<file path="src/design/fwsr_pkg.sv">
package fwsr_pkg;

  // Field widths of the channels and registers.
  localparam int COORD_W    = 11;
  localparam int DIM_W      = 12;
  localparam int OFS_W      = 16;
  localparam int AMT_W      = 16;
  localparam int IDX_W      = 22;
  localparam int CFG_IDX_W  = 3;
  localparam int CFG_DATA_W = 16;

  // Default largest frame dimension; larger register values are clamped to it.
  localparam int MAX_DIM_DEFAULT = 2048;

  // Remap modes. The unused code behaves as wrap.
  typedef enum logic [1:0] {
    MODE_WRAP      = 2'd0,
    MODE_SLIDE_IN  = 2'd1,
    MODE_SLIDE_OUT = 2'd2
  } mode_t;

  // Slide directions.
  typedef enum logic [1:0] {
    DIR_LEFT  = 2'd0,
    DIR_RIGHT = 2'd1,
    DIR_UP    = 2'd2,
    DIR_DOWN  = 2'd3
  } dir_t;

  // Configuration register indexes.
  typedef enum logic [CFG_IDX_W-1:0] {
    REG_REMAP_MODE      = 3'd0,
    REG_SLIDE_DIRECTION = 3'd1,
    REG_OFFSET_X        = 3'd2,
    REG_OFFSET_Y        = 3'd3,
    REG_SLIDE_AMOUNT    = 3'd4,
    REG_FRAME_WIDTH     = 3'd5,
    REG_FRAME_HEIGHT    = 3'd6
  } reg_idx_t;

endpackage

</file>
<file path="src/design/fwsr_in_if.sv">
interface fwsr_in_if;
  logic                           valid;
  logic                           ready;
  logic [fwsr_pkg::COORD_W-1:0]   dest_x;
  logic [fwsr_pkg::COORD_W-1:0]   dest_y;

  modport source (output valid, output dest_x, output dest_y, input ready);
  modport sink   (input valid, input dest_x, input dest_y, output ready);
endinterface

</file>
<file path="src/design/fwsr_out_if.sv">
interface fwsr_out_if;
  logic                           valid;
  logic                           ready;
  logic [fwsr_pkg::COORD_W-1:0]   source_x;
  logic [fwsr_pkg::COORD_W-1:0]   source_y;
  logic [fwsr_pkg::IDX_W-1:0]     source_index;
  logic                           zero_fill;

  modport source (output valid, output source_x, output source_y,
                  output source_index, output zero_fill, input ready);
  modport sink   (input valid, input source_x, input source_y,
                  input source_index, input zero_fill, output ready);
endinterface

</file>
<file path="src/design/fwsr_cfg_if.sv">
interface fwsr_cfg_if;
  logic                              valid;
  logic                              ready;
  logic [fwsr_pkg::CFG_IDX_W-1:0]    index;
  logic [fwsr_pkg::CFG_DATA_W-1:0]   data;

  modport source (output valid, output index, output data, input ready);
  modport sink   (input valid, input index, input data, output ready);
endinterface

</file>
<file path="src/design/frame_wrap_slide_remap_unit.sv">
// Channel    Direction  Payload
// cfg        sink       index, data (register write)
// coord_in   sink       dest_x, dest_y
// addr_out   source     source_x, source_y, source_index, zero_fill
//
// One coordinate is taken per cycle unless a stalled output holds a full
// pipeline; each result passes through a 7-register pipeline whose four
// middle stages each run four steps of a restoring remainder over a 16-bit
// dividend.
// rst is synchronous and clears the configuration registers and all stage valid bits.
// Each stage holds when the stage after it is full and stalled, so bubbles
// are filled while the output waits and nothing is dropped or repeated.
// Register writes are always accepted.
module frame_wrap_slide_remap_unit #(
  parameter int MAX_DIM = fwsr_pkg::MAX_DIM_DEFAULT
) (
  input  logic              clk,
  input  logic              rst,
  fwsr_cfg_if.sink          cfg,
  fwsr_in_if.sink           coord_in,
  fwsr_out_if.source        addr_out
);
  import fwsr_pkg::*;

  localparam int SUM_W     = COORD_W + 6;          // x plus signed offset
  localparam int MAG_W     = SUM_W - 1;            // magnitude of that sum
  localparam int SLIDE_W   = AMT_W + 2;            // x plus or minus amount
  localparam int STEPS     = 4;                    // remainder steps per stage
  localparam int DIV_STG   = MAG_W / STEPS;
  localparam int FIX_STG   = DIV_STG + 1;
  localparam int NS        = DIV_STG + 3;
  localparam int PROD_W    = 2 * DIM_W;

  typedef struct packed {
    logic                      neg_x;
    logic                      neg_y;
    logic [MAG_W-1:0]          mag_x;
    logic [MAG_W-1:0]          mag_y;
    logic [DIM_W-1:0]          rem_x;
    logic [DIM_W-1:0]          rem_y;
    logic [SLIDE_W-1:0]        slide_x;
    logic [SLIDE_W-1:0]        slide_y;
    logic [DIM_W-1:0]          src_x;
    logic [DIM_W-1:0]          src_y;
    logic                      fill;
    logic [IDX_W-1:0]          index;
  } pipe_t;

  // Configuration registers.
  logic [1:0]         remap_mode;
  dir_t               slide_direction;
  logic [OFS_W-1:0]   offset_x;
  logic [OFS_W-1:0]   offset_y;
  logic [AMT_W-1:0]   slide_amount;
  logic [DIM_W-1:0]   frame_width;
  logic [DIM_W-1:0]   frame_height;

  logic [DIM_W-1:0]   w_eff;
  logic [DIM_W-1:0]   h_eff;
  logic               is_slide;

  pipe_t              stage      [NS];
  pipe_t              stage_next [NS];
  logic [NS-1:0]      valid_pipe;
  logic [NS-1:0]      advance;

  // One remainder step: bring in the next dividend bit and subtract if it fits.
  function automatic logic [DIM_W-1:0] rem_step(input logic [DIM_W-1:0] rem,
                                                input logic bit_in,
                                                input logic [DIM_W-1:0] dim);
    logic [DIM_W:0] shifted;
    shifted = {rem, bit_in};
    if (shifted >= {1'b0, dim}) begin
      shifted = shifted - {1'b0, dim};
    end
    return shifted[DIM_W-1:0];
  endfunction

  // Register writes; indexes beyond the list are ignored.
  assign cfg.ready = 1'b1;

  always_ff @(posedge clk) begin
    if (rst) begin
      remap_mode      <= '0;
      slide_direction <= DIR_LEFT;
      offset_x        <= '0;
      offset_y        <= '0;
      slide_amount    <= '0;
      frame_width     <= '0;
      frame_height    <= '0;
    end else if (cfg.valid) begin
      unique case (cfg.index)
        REG_REMAP_MODE:      remap_mode      <= cfg.data[1:0];
        REG_SLIDE_DIRECTION: slide_direction <= dir_t'(cfg.data[1:0]);
        REG_OFFSET_X:        offset_x        <= cfg.data[OFS_W-1:0];
        REG_OFFSET_Y:        offset_y        <= cfg.data[OFS_W-1:0];
        REG_SLIDE_AMOUNT:    slide_amount    <= cfg.data[AMT_W-1:0];
        REG_FRAME_WIDTH:     frame_width     <= cfg.data[DIM_W-1:0];
        REG_FRAME_HEIGHT:    frame_height    <= cfg.data[DIM_W-1:0];
        default: ;
      endcase
    end
  end

  // Dimensions clamped to the largest supported frame.
  assign w_eff = (32'(frame_width) > MAX_DIM) ? DIM_W'(MAX_DIM) : frame_width;
  assign h_eff = (32'(frame_height) > MAX_DIM) ? DIM_W'(MAX_DIM) : frame_height;
  assign is_slide = (remap_mode == MODE_SLIDE_IN) || (remap_mode == MODE_SLIDE_OUT);

  // Stage handshake: a stage loads when it is empty or its content moves on.
  always_comb begin
    advance[NS-1] = !valid_pipe[NS-1] || addr_out.ready;
    for (int i = NS - 2; i >= 0; i--) begin
      advance[i] = !valid_pipe[i] || advance[i+1];
    end
  end

  assign coord_in.ready = advance[0];

  always_ff @(posedge clk) begin
    if (rst) begin
      valid_pipe <= '0;
    end else begin
      if (advance[0]) begin
        valid_pipe[0] <= coord_in.valid;
      end
      for (int i = 1; i < NS; i++) begin
        if (advance[i]) begin
          valid_pipe[i] <= valid_pipe[i-1];
        end
      end
    end
  end

  always_ff @(posedge clk) begin
    for (int i = 0; i < NS; i++) begin
      if (advance[i]) begin
        stage[i] <= stage_next[i];
      end
    end
  end

  // Entry stage: wrap sums split into sign and magnitude, slide coordinates.
  always_comb begin
    logic [SUM_W-1:0]   sum_x;
    logic [SUM_W-1:0]   sum_y;
    logic [SUM_W-1:0]   neg_sum_x;
    logic [SUM_W-1:0]   neg_sum_y;
    logic [SLIDE_W-1:0] x_ext;
    logic [SLIDE_W-1:0] y_ext;
    logic [SLIDE_W-1:0] amt_ext;
    logic               fwd;
    sum_x     = {{(SUM_W-COORD_W){1'b0}}, coord_in.dest_x}
              + {{(SUM_W-OFS_W){offset_x[OFS_W-1]}}, offset_x};
    sum_y     = {{(SUM_W-COORD_W){1'b0}}, coord_in.dest_y}
              + {{(SUM_W-OFS_W){offset_y[OFS_W-1]}}, offset_y};
    neg_sum_x = '0 - sum_x;
    neg_sum_y = '0 - sum_y;
    x_ext     = {{(SLIDE_W-COORD_W){1'b0}}, coord_in.dest_x};
    y_ext     = {{(SLIDE_W-COORD_W){1'b0}}, coord_in.dest_y};
    amt_ext   = {{(SLIDE_W-AMT_W){1'b0}}, slide_amount};
    // Slide in toward a direction fetches from the opposite side.
    fwd       = (remap_mode == MODE_SLIDE_IN);

    stage_next[0]       = '0;
    stage_next[0].neg_x = sum_x[SUM_W-1];
    stage_next[0].neg_y = sum_y[SUM_W-1];
    stage_next[0].mag_x = sum_x[SUM_W-1] ? neg_sum_x[MAG_W-1:0] : sum_x[MAG_W-1:0];
    stage_next[0].mag_y = sum_y[SUM_W-1] ? neg_sum_y[MAG_W-1:0] : sum_y[MAG_W-1:0];
    stage_next[0].slide_x = x_ext;
    stage_next[0].slide_y = y_ext;
    unique case (slide_direction)
      DIR_LEFT:  stage_next[0].slide_x = fwd ? x_ext - amt_ext : x_ext + amt_ext;
      DIR_RIGHT: stage_next[0].slide_x = fwd ? x_ext + amt_ext : x_ext - amt_ext;
      DIR_UP:    stage_next[0].slide_y = fwd ? y_ext - amt_ext : y_ext + amt_ext;
      DIR_DOWN:  stage_next[0].slide_y = fwd ? y_ext + amt_ext : y_ext - amt_ext;
      default: ;
    endcase
  end

  // Remainder stages: each consumes the top STEPS bits of both magnitudes.
  for (genvar g = 1; g <= DIV_STG; g++) begin : g_div
    always_comb begin
      pipe_t p;
      p = stage[g-1];
      for (int j = 0; j < STEPS; j++) begin
        p.rem_x = rem_step(p.rem_x, p.mag_x[MAG_W-1], w_eff);
        p.rem_y = rem_step(p.rem_y, p.mag_y[MAG_W-1], h_eff);
        p.mag_x = {p.mag_x[MAG_W-2:0], 1'b0};
        p.mag_y = {p.mag_y[MAG_W-2:0], 1'b0};
      end
      stage_next[g] = p;
    end
  end

  // Select stage: sign fix of the remainder, or the slide bounds check.
  always_comb begin
    pipe_t            p;
    logic [DIM_W-1:0] wrap_x;
    logic [DIM_W-1:0] wrap_y;
    logic             out_x;
    logic             out_y;
    p = stage[FIX_STG-1];
    // A negative sum with a nonzero remainder folds back from the far edge.
    if (w_eff == '0) begin
      wrap_x = '0;
    end else if (p.neg_x && (p.rem_x != '0)) begin
      wrap_x = w_eff - p.rem_x;
    end else begin
      wrap_x = p.rem_x;
    end
    if (h_eff == '0) begin
      wrap_y = '0;
    end else if (p.neg_y && (p.rem_y != '0)) begin
      wrap_y = h_eff - p.rem_y;
    end else begin
      wrap_y = p.rem_y;
    end
    out_x = p.slide_x[SLIDE_W-1]
         || (p.slide_x[SLIDE_W-2:0] >= {{(SLIDE_W-1-DIM_W){1'b0}}, w_eff});
    out_y = p.slide_y[SLIDE_W-1]
         || (p.slide_y[SLIDE_W-2:0] >= {{(SLIDE_W-1-DIM_W){1'b0}}, h_eff});
    if (is_slide) begin
      p.fill  = out_x || out_y;
      p.src_x = p.fill ? '0 : p.slide_x[DIM_W-1:0];
      p.src_y = p.fill ? '0 : p.slide_y[DIM_W-1:0];
    end else begin
      p.fill  = 1'b0;
      p.src_x = wrap_x;
      p.src_y = wrap_y;
    end
    stage_next[FIX_STG] = p;
  end

  // Index stage: row times width plus column; zero when filling.
  always_comb begin
    pipe_t             p;
    logic [PROD_W-1:0] prod;
    p    = stage[NS-2];
    prod = p.src_y * w_eff + {{(PROD_W-DIM_W){1'b0}}, p.src_x};
    p.index = p.fill ? '0 : prod[IDX_W-1:0];
    stage_next[NS-1] = p;
  end

  // Output register drives the result channel.
  assign addr_out.valid        = valid_pipe[NS-1];
  assign addr_out.source_x     = stage[NS-1].src_x[COORD_W-1:0];
  assign addr_out.source_y     = stage[NS-1].src_y[COORD_W-1:0];
  assign addr_out.source_index = stage[NS-1].index;
  assign addr_out.zero_fill    = stage[NS-1].fill;

endmodule
</file>
<file path="src/flat_wrapper.sv">
// flat-port wrapper written by rule: the top's interface ports become plain ports
module frame_wrap_slide_remap_unit_flat import fwsr_pkg::*;
#(
  parameter int MAX_DIM = fwsr_pkg::MAX_DIM_DEFAULT
)
  (clk, rst, cfg_valid, cfg_index, cfg_data, cfg_ready, coord_in_valid, coord_in_dest_x, coord_in_dest_y, coord_in_ready, addr_out_valid, addr_out_source_x, addr_out_source_y, addr_out_source_index, addr_out_zero_fill, addr_out_ready);
  fwsr_cfg_if cfg_i ();
  fwsr_in_if coord_in_i ();
  fwsr_out_if addr_out_i ();
  input  logic clk;
  input  logic rst;
  input wire logic [$bits(cfg_i.valid)-1:0] cfg_valid;
  input wire logic [$bits(cfg_i.index)-1:0] cfg_index;
  input wire logic [$bits(cfg_i.data)-1:0] cfg_data;
  output wire logic [$bits(cfg_i.ready)-1:0] cfg_ready;
  input wire logic [$bits(coord_in_i.valid)-1:0] coord_in_valid;
  input wire logic [$bits(coord_in_i.dest_x)-1:0] coord_in_dest_x;
  input wire logic [$bits(coord_in_i.dest_y)-1:0] coord_in_dest_y;
  output wire logic [$bits(coord_in_i.ready)-1:0] coord_in_ready;
  output wire logic [$bits(addr_out_i.valid)-1:0] addr_out_valid;
  output wire logic [$bits(addr_out_i.source_x)-1:0] addr_out_source_x;
  output wire logic [$bits(addr_out_i.source_y)-1:0] addr_out_source_y;
  output wire logic [$bits(addr_out_i.source_index)-1:0] addr_out_source_index;
  output wire logic [$bits(addr_out_i.zero_fill)-1:0] addr_out_zero_fill;
  input wire logic [$bits(addr_out_i.ready)-1:0] addr_out_ready;
  assign cfg_i.valid = cfg_valid;
  assign cfg_i.index = cfg_index;
  assign cfg_i.data = cfg_data;
  assign cfg_ready = cfg_i.ready;
  assign coord_in_i.valid = coord_in_valid;
  assign coord_in_i.dest_x = coord_in_dest_x;
  assign coord_in_i.dest_y = coord_in_dest_y;
  assign coord_in_ready = coord_in_i.ready;
  assign addr_out_valid = addr_out_i.valid;
  assign addr_out_source_x = addr_out_i.source_x;
  assign addr_out_source_y = addr_out_i.source_y;
  assign addr_out_source_index = addr_out_i.source_index;
  assign addr_out_zero_fill = addr_out_i.zero_fill;
  assign addr_out_i.ready = addr_out_ready;
  frame_wrap_slide_remap_unit #(.MAX_DIM(MAX_DIM)) u_core (.clk(clk), .rst(rst), .cfg(cfg_i), .coord_in(coord_in_i), .addr_out(addr_out_i));
endmodule
</file>
<file path="config.mk">
export PLATFORM = sky130hd
export DESIGN_NAME = frame_wrap_slide_remap_unit_flat
export DESIGN_NICKNAME = d
export VERILOG_FILES = /design/src/design/fwsr_pkg.sv /design/src/design/fwsr_in_if.sv /design/src/design/fwsr_out_if.sv /design/src/design/fwsr_cfg_if.sv /design/src/design/frame_wrap_slide_remap_unit.sv /design/src/flat_wrapper.sv
export SDC_FILE = /design/constraint.sdc
export NUM_CORES = 2
export LEC_CHECK = 0
export BUFFER_PORTS_ARGS = -buffer_cell sky130_fd_sc_hd__buf_2
export CORE_MARGIN = 2
export CORE_UTILIZATION = 27
export CTS_CLUSTER_SIZE = 14
export DETAILED_ROUTE_END_ITERATION = 7
export GPL_TIMING_DRIVEN = 0
export SYNTH_ARGS = -nofsm -noshare
export SYNTH_HDL_FRONTEND = slang
export SYNTH_SLANG_ARGS = --single-unit
</file>
<file path="constraint.sdc">
create_clock -name clk -period 25.1 [get_ports clk]
set_clock_uncertainty 0.1 [all_clocks]
set_input_delay 6.275 -clock clk [delete_from_list [all_inputs] [get_ports clk]]
set_output_delay 6.275 -clock clk [all_outputs]
set_load 0.01 [all_outputs]
</file>
==> results.toml <==
[status]
outcome = "completed"

[global_route]
track_usage = 0.144
overflow = 0
antenna_found_initial = 37
grt_max_degree = 71
grt_pass1_vias = 36660
grt_pass1_wl_mm = 206

[sta]
hold_viol = 0
post-route-period-util = 0.613
max_slew_margin = 0.0224
finalSetupTns_ps = 0
setup_ws_ps = 9730
rsz0062_at_grt = "no"
drv_slew = 0
setup_violations = 0
worst_pin_slew_ps = 1460
fin_crit_ps = 15370
fmax_mhz = 65.0

[logic_synthesis]
yosys_warnings = 0
ys_ff_latch = 519
netlist_area_mm2 = 0.0475
synthArstFlopShare = 0
ys_types = 92
ys_seq_area_frac = 0.311
synth_ff_type = "edfxtp_1"
synth-edff-count = 436
synthCells = 5094
synth_fp_nets = 5827
syn_area_per_cell_um2 = 9.32

[route]
routed_via_density = 4.96
initialDrtViolationCount = 2531
vias = 37911
dr.pass1.iters = 6
ant_nets = 0
routed_wl_mm = 132
drc_errors = 0
post_drt_wl_per_cell_um = 17.3

[clock_network]
h-tree-depth = 2
cts_resized = 0
cts_setup_buffers = 0
cts.sinks = 519
postCtsHoldBufs = 0
clock_path_buffers = 3
insertion_delay_ps = 680
numCtsBuffers = 55
cts_tree = "done"
root_buffer = "clkbuf_16"
clk_pin_slew_ps = 60

[worst_setup_path]
reg2reg_slack_ps = 9730
crit_family = "compound AO/OA/AOI/OAI gates"
slowest_stage = "inv_1"
required_ps = 25400
start_kind = "register"
max_stage_delay_ps = 790
path_common_cell = "clkbuf_1"
critical_path_buf_inv_count = 12
arrival_ps = 15680
setup.worst_path.end_class = "register"
path_class = "reg2reg"
cp_max_fo = 24

[placed_design]
place_ws_ps = 9840
dp_hpwl_mm = 103
globalplace.congestion = 0.879
post_dp_cell_area_mm2 = 0.0510
io_buffer_count = 91

[floorplan]
die_x_um = 423
core_area_mm2 = 0.174
ios = 94
die_y_um = 423
die_area_mm2 = 0.179
num_rows = 153
initial_core_util = 0.272

[layout]
finalInstanceArea_mm2 = 0.0531
fillCellCount = 18083
area_delta_synth_final_pct = 11.8
drive_above_1_share = 0.0829
final_nets = 5984
postLayoutCoreUtil = 0.305

[flow_run]
maxCapViolCount = 0

[worst_hold_path]
hold_path.class = "reg2reg"
cells in the mapped netlist (all sizes together) (75+ instances only):
cell type    n  share of area
clkbuf     106         0.0084
mux2       180          0.043
inv        443          0.035
o21ai      272          0.029
nor2       322          0.025
edfxtp     436           0.28
nand2      528          0.042
dfxtp       83          0.035
nor2b       96          0.013
nor3       102          0.011
mux2i       86          0.018
fa         148          0.062
a21oi      367          0.039
xor2       112          0.021
xnor2      216          0.040
ha         539           0.14
nand3       75         0.0079
a21o       102          0.016
state kept, by name, indices dropped and copies added (netlist names):
name and flops:
u_core.frame_width 12, u_core.slide_direction 2, u_core.stage 436, u_core.offset_x 16, u_core.remap_mode 2, u_core.offset_y 16, u_core.frame_height 12, u_core.valid_pipe 7
u_core.slide_amount 16
stage by stage:
step	std cells	hold slack [ps]
after floorplan	5094	300
after global placement	7510	302
after detailed placement	7519	305
after CTS	7623	296
after global routing	7633	309
final	7637	302
kinds of logic (layout without fill, tap and decap cells):
| logic type | Yosys count | count (layout) | synth area share |
|---|---|---|---|
| flip-flops | 519 | 519 | 0.311 |
| buffers and inverters | 570 | 774 | 0.0457 |
| multiplexers | 266 | 266 | 0.0615 |
| adder cells (fa/ha/maj) | 687 | 687 | 0.204 |
| AO/OA/AOI/OAI | 1226 | 1226 | 0.167 |
| XOR/XNOR | 328 | 328 | 0.0605 |
| other | 1 | 15 | 0.0000790 |
| AND/OR/NAND/NOR | 1497 | 1497 | 0.150 |
routing by layer:
metal,track usage,part of all wire
met1,0.186,0.45
met5,0,0.00079
met2,0.243,0.47
met4,0.0474,0.031
met3,0.0216,0.053
final cells by class:
cell class	count	area, µm²	area share
antenna	14	35.0	0.000660
inverter	444	1670	0.0314
clock inverter	36	529	0.00997
tap	2325	2910	0.0548
buffer	126	507	0.00955
clock buffer	68	1480	0.0278
multi-input combinational	4005	30600	0.576
sequential	519	14800	0.278
timing repair buffer	100	626	0.0118
cells in the final DEF, fill, tap and decap left out, drive strengths merged, types with 64 or more instances in the layout:
master,instances
ha,539
nand2,528
inv,449
edfxtp,436
a21oi,367
nor2,322
o21ai,272
xnor2,216
mux2,180
clkbuf,174
fa,148
buf,120
xor2,112
a21o,102
nor3,102
nor2b,96
mux2i,86
dfxtp,83
nand3,75
o21a,74
nand4,72
and2,64
path summary, 6_finish.rpt:
check / endpoint / depth (start not counted) / start
worst max-delay path: u_core.stage[4][99] / 50 / u_core.frame_width[11]
worst min-delay path: u_core.stage[2][60] / 0 / u_core.stage[1][60]
worst max register to register: u_core.stage[4][99] / 50 / u_core.frame_width[11]
worst min register to register: u_core.stage[2][60] / 0 / u_core.stage[1][60]
Power is left out: the tool's default activity adds up to more than one toggle a clock period on the data nets, which glitch-free logic cannot reach.
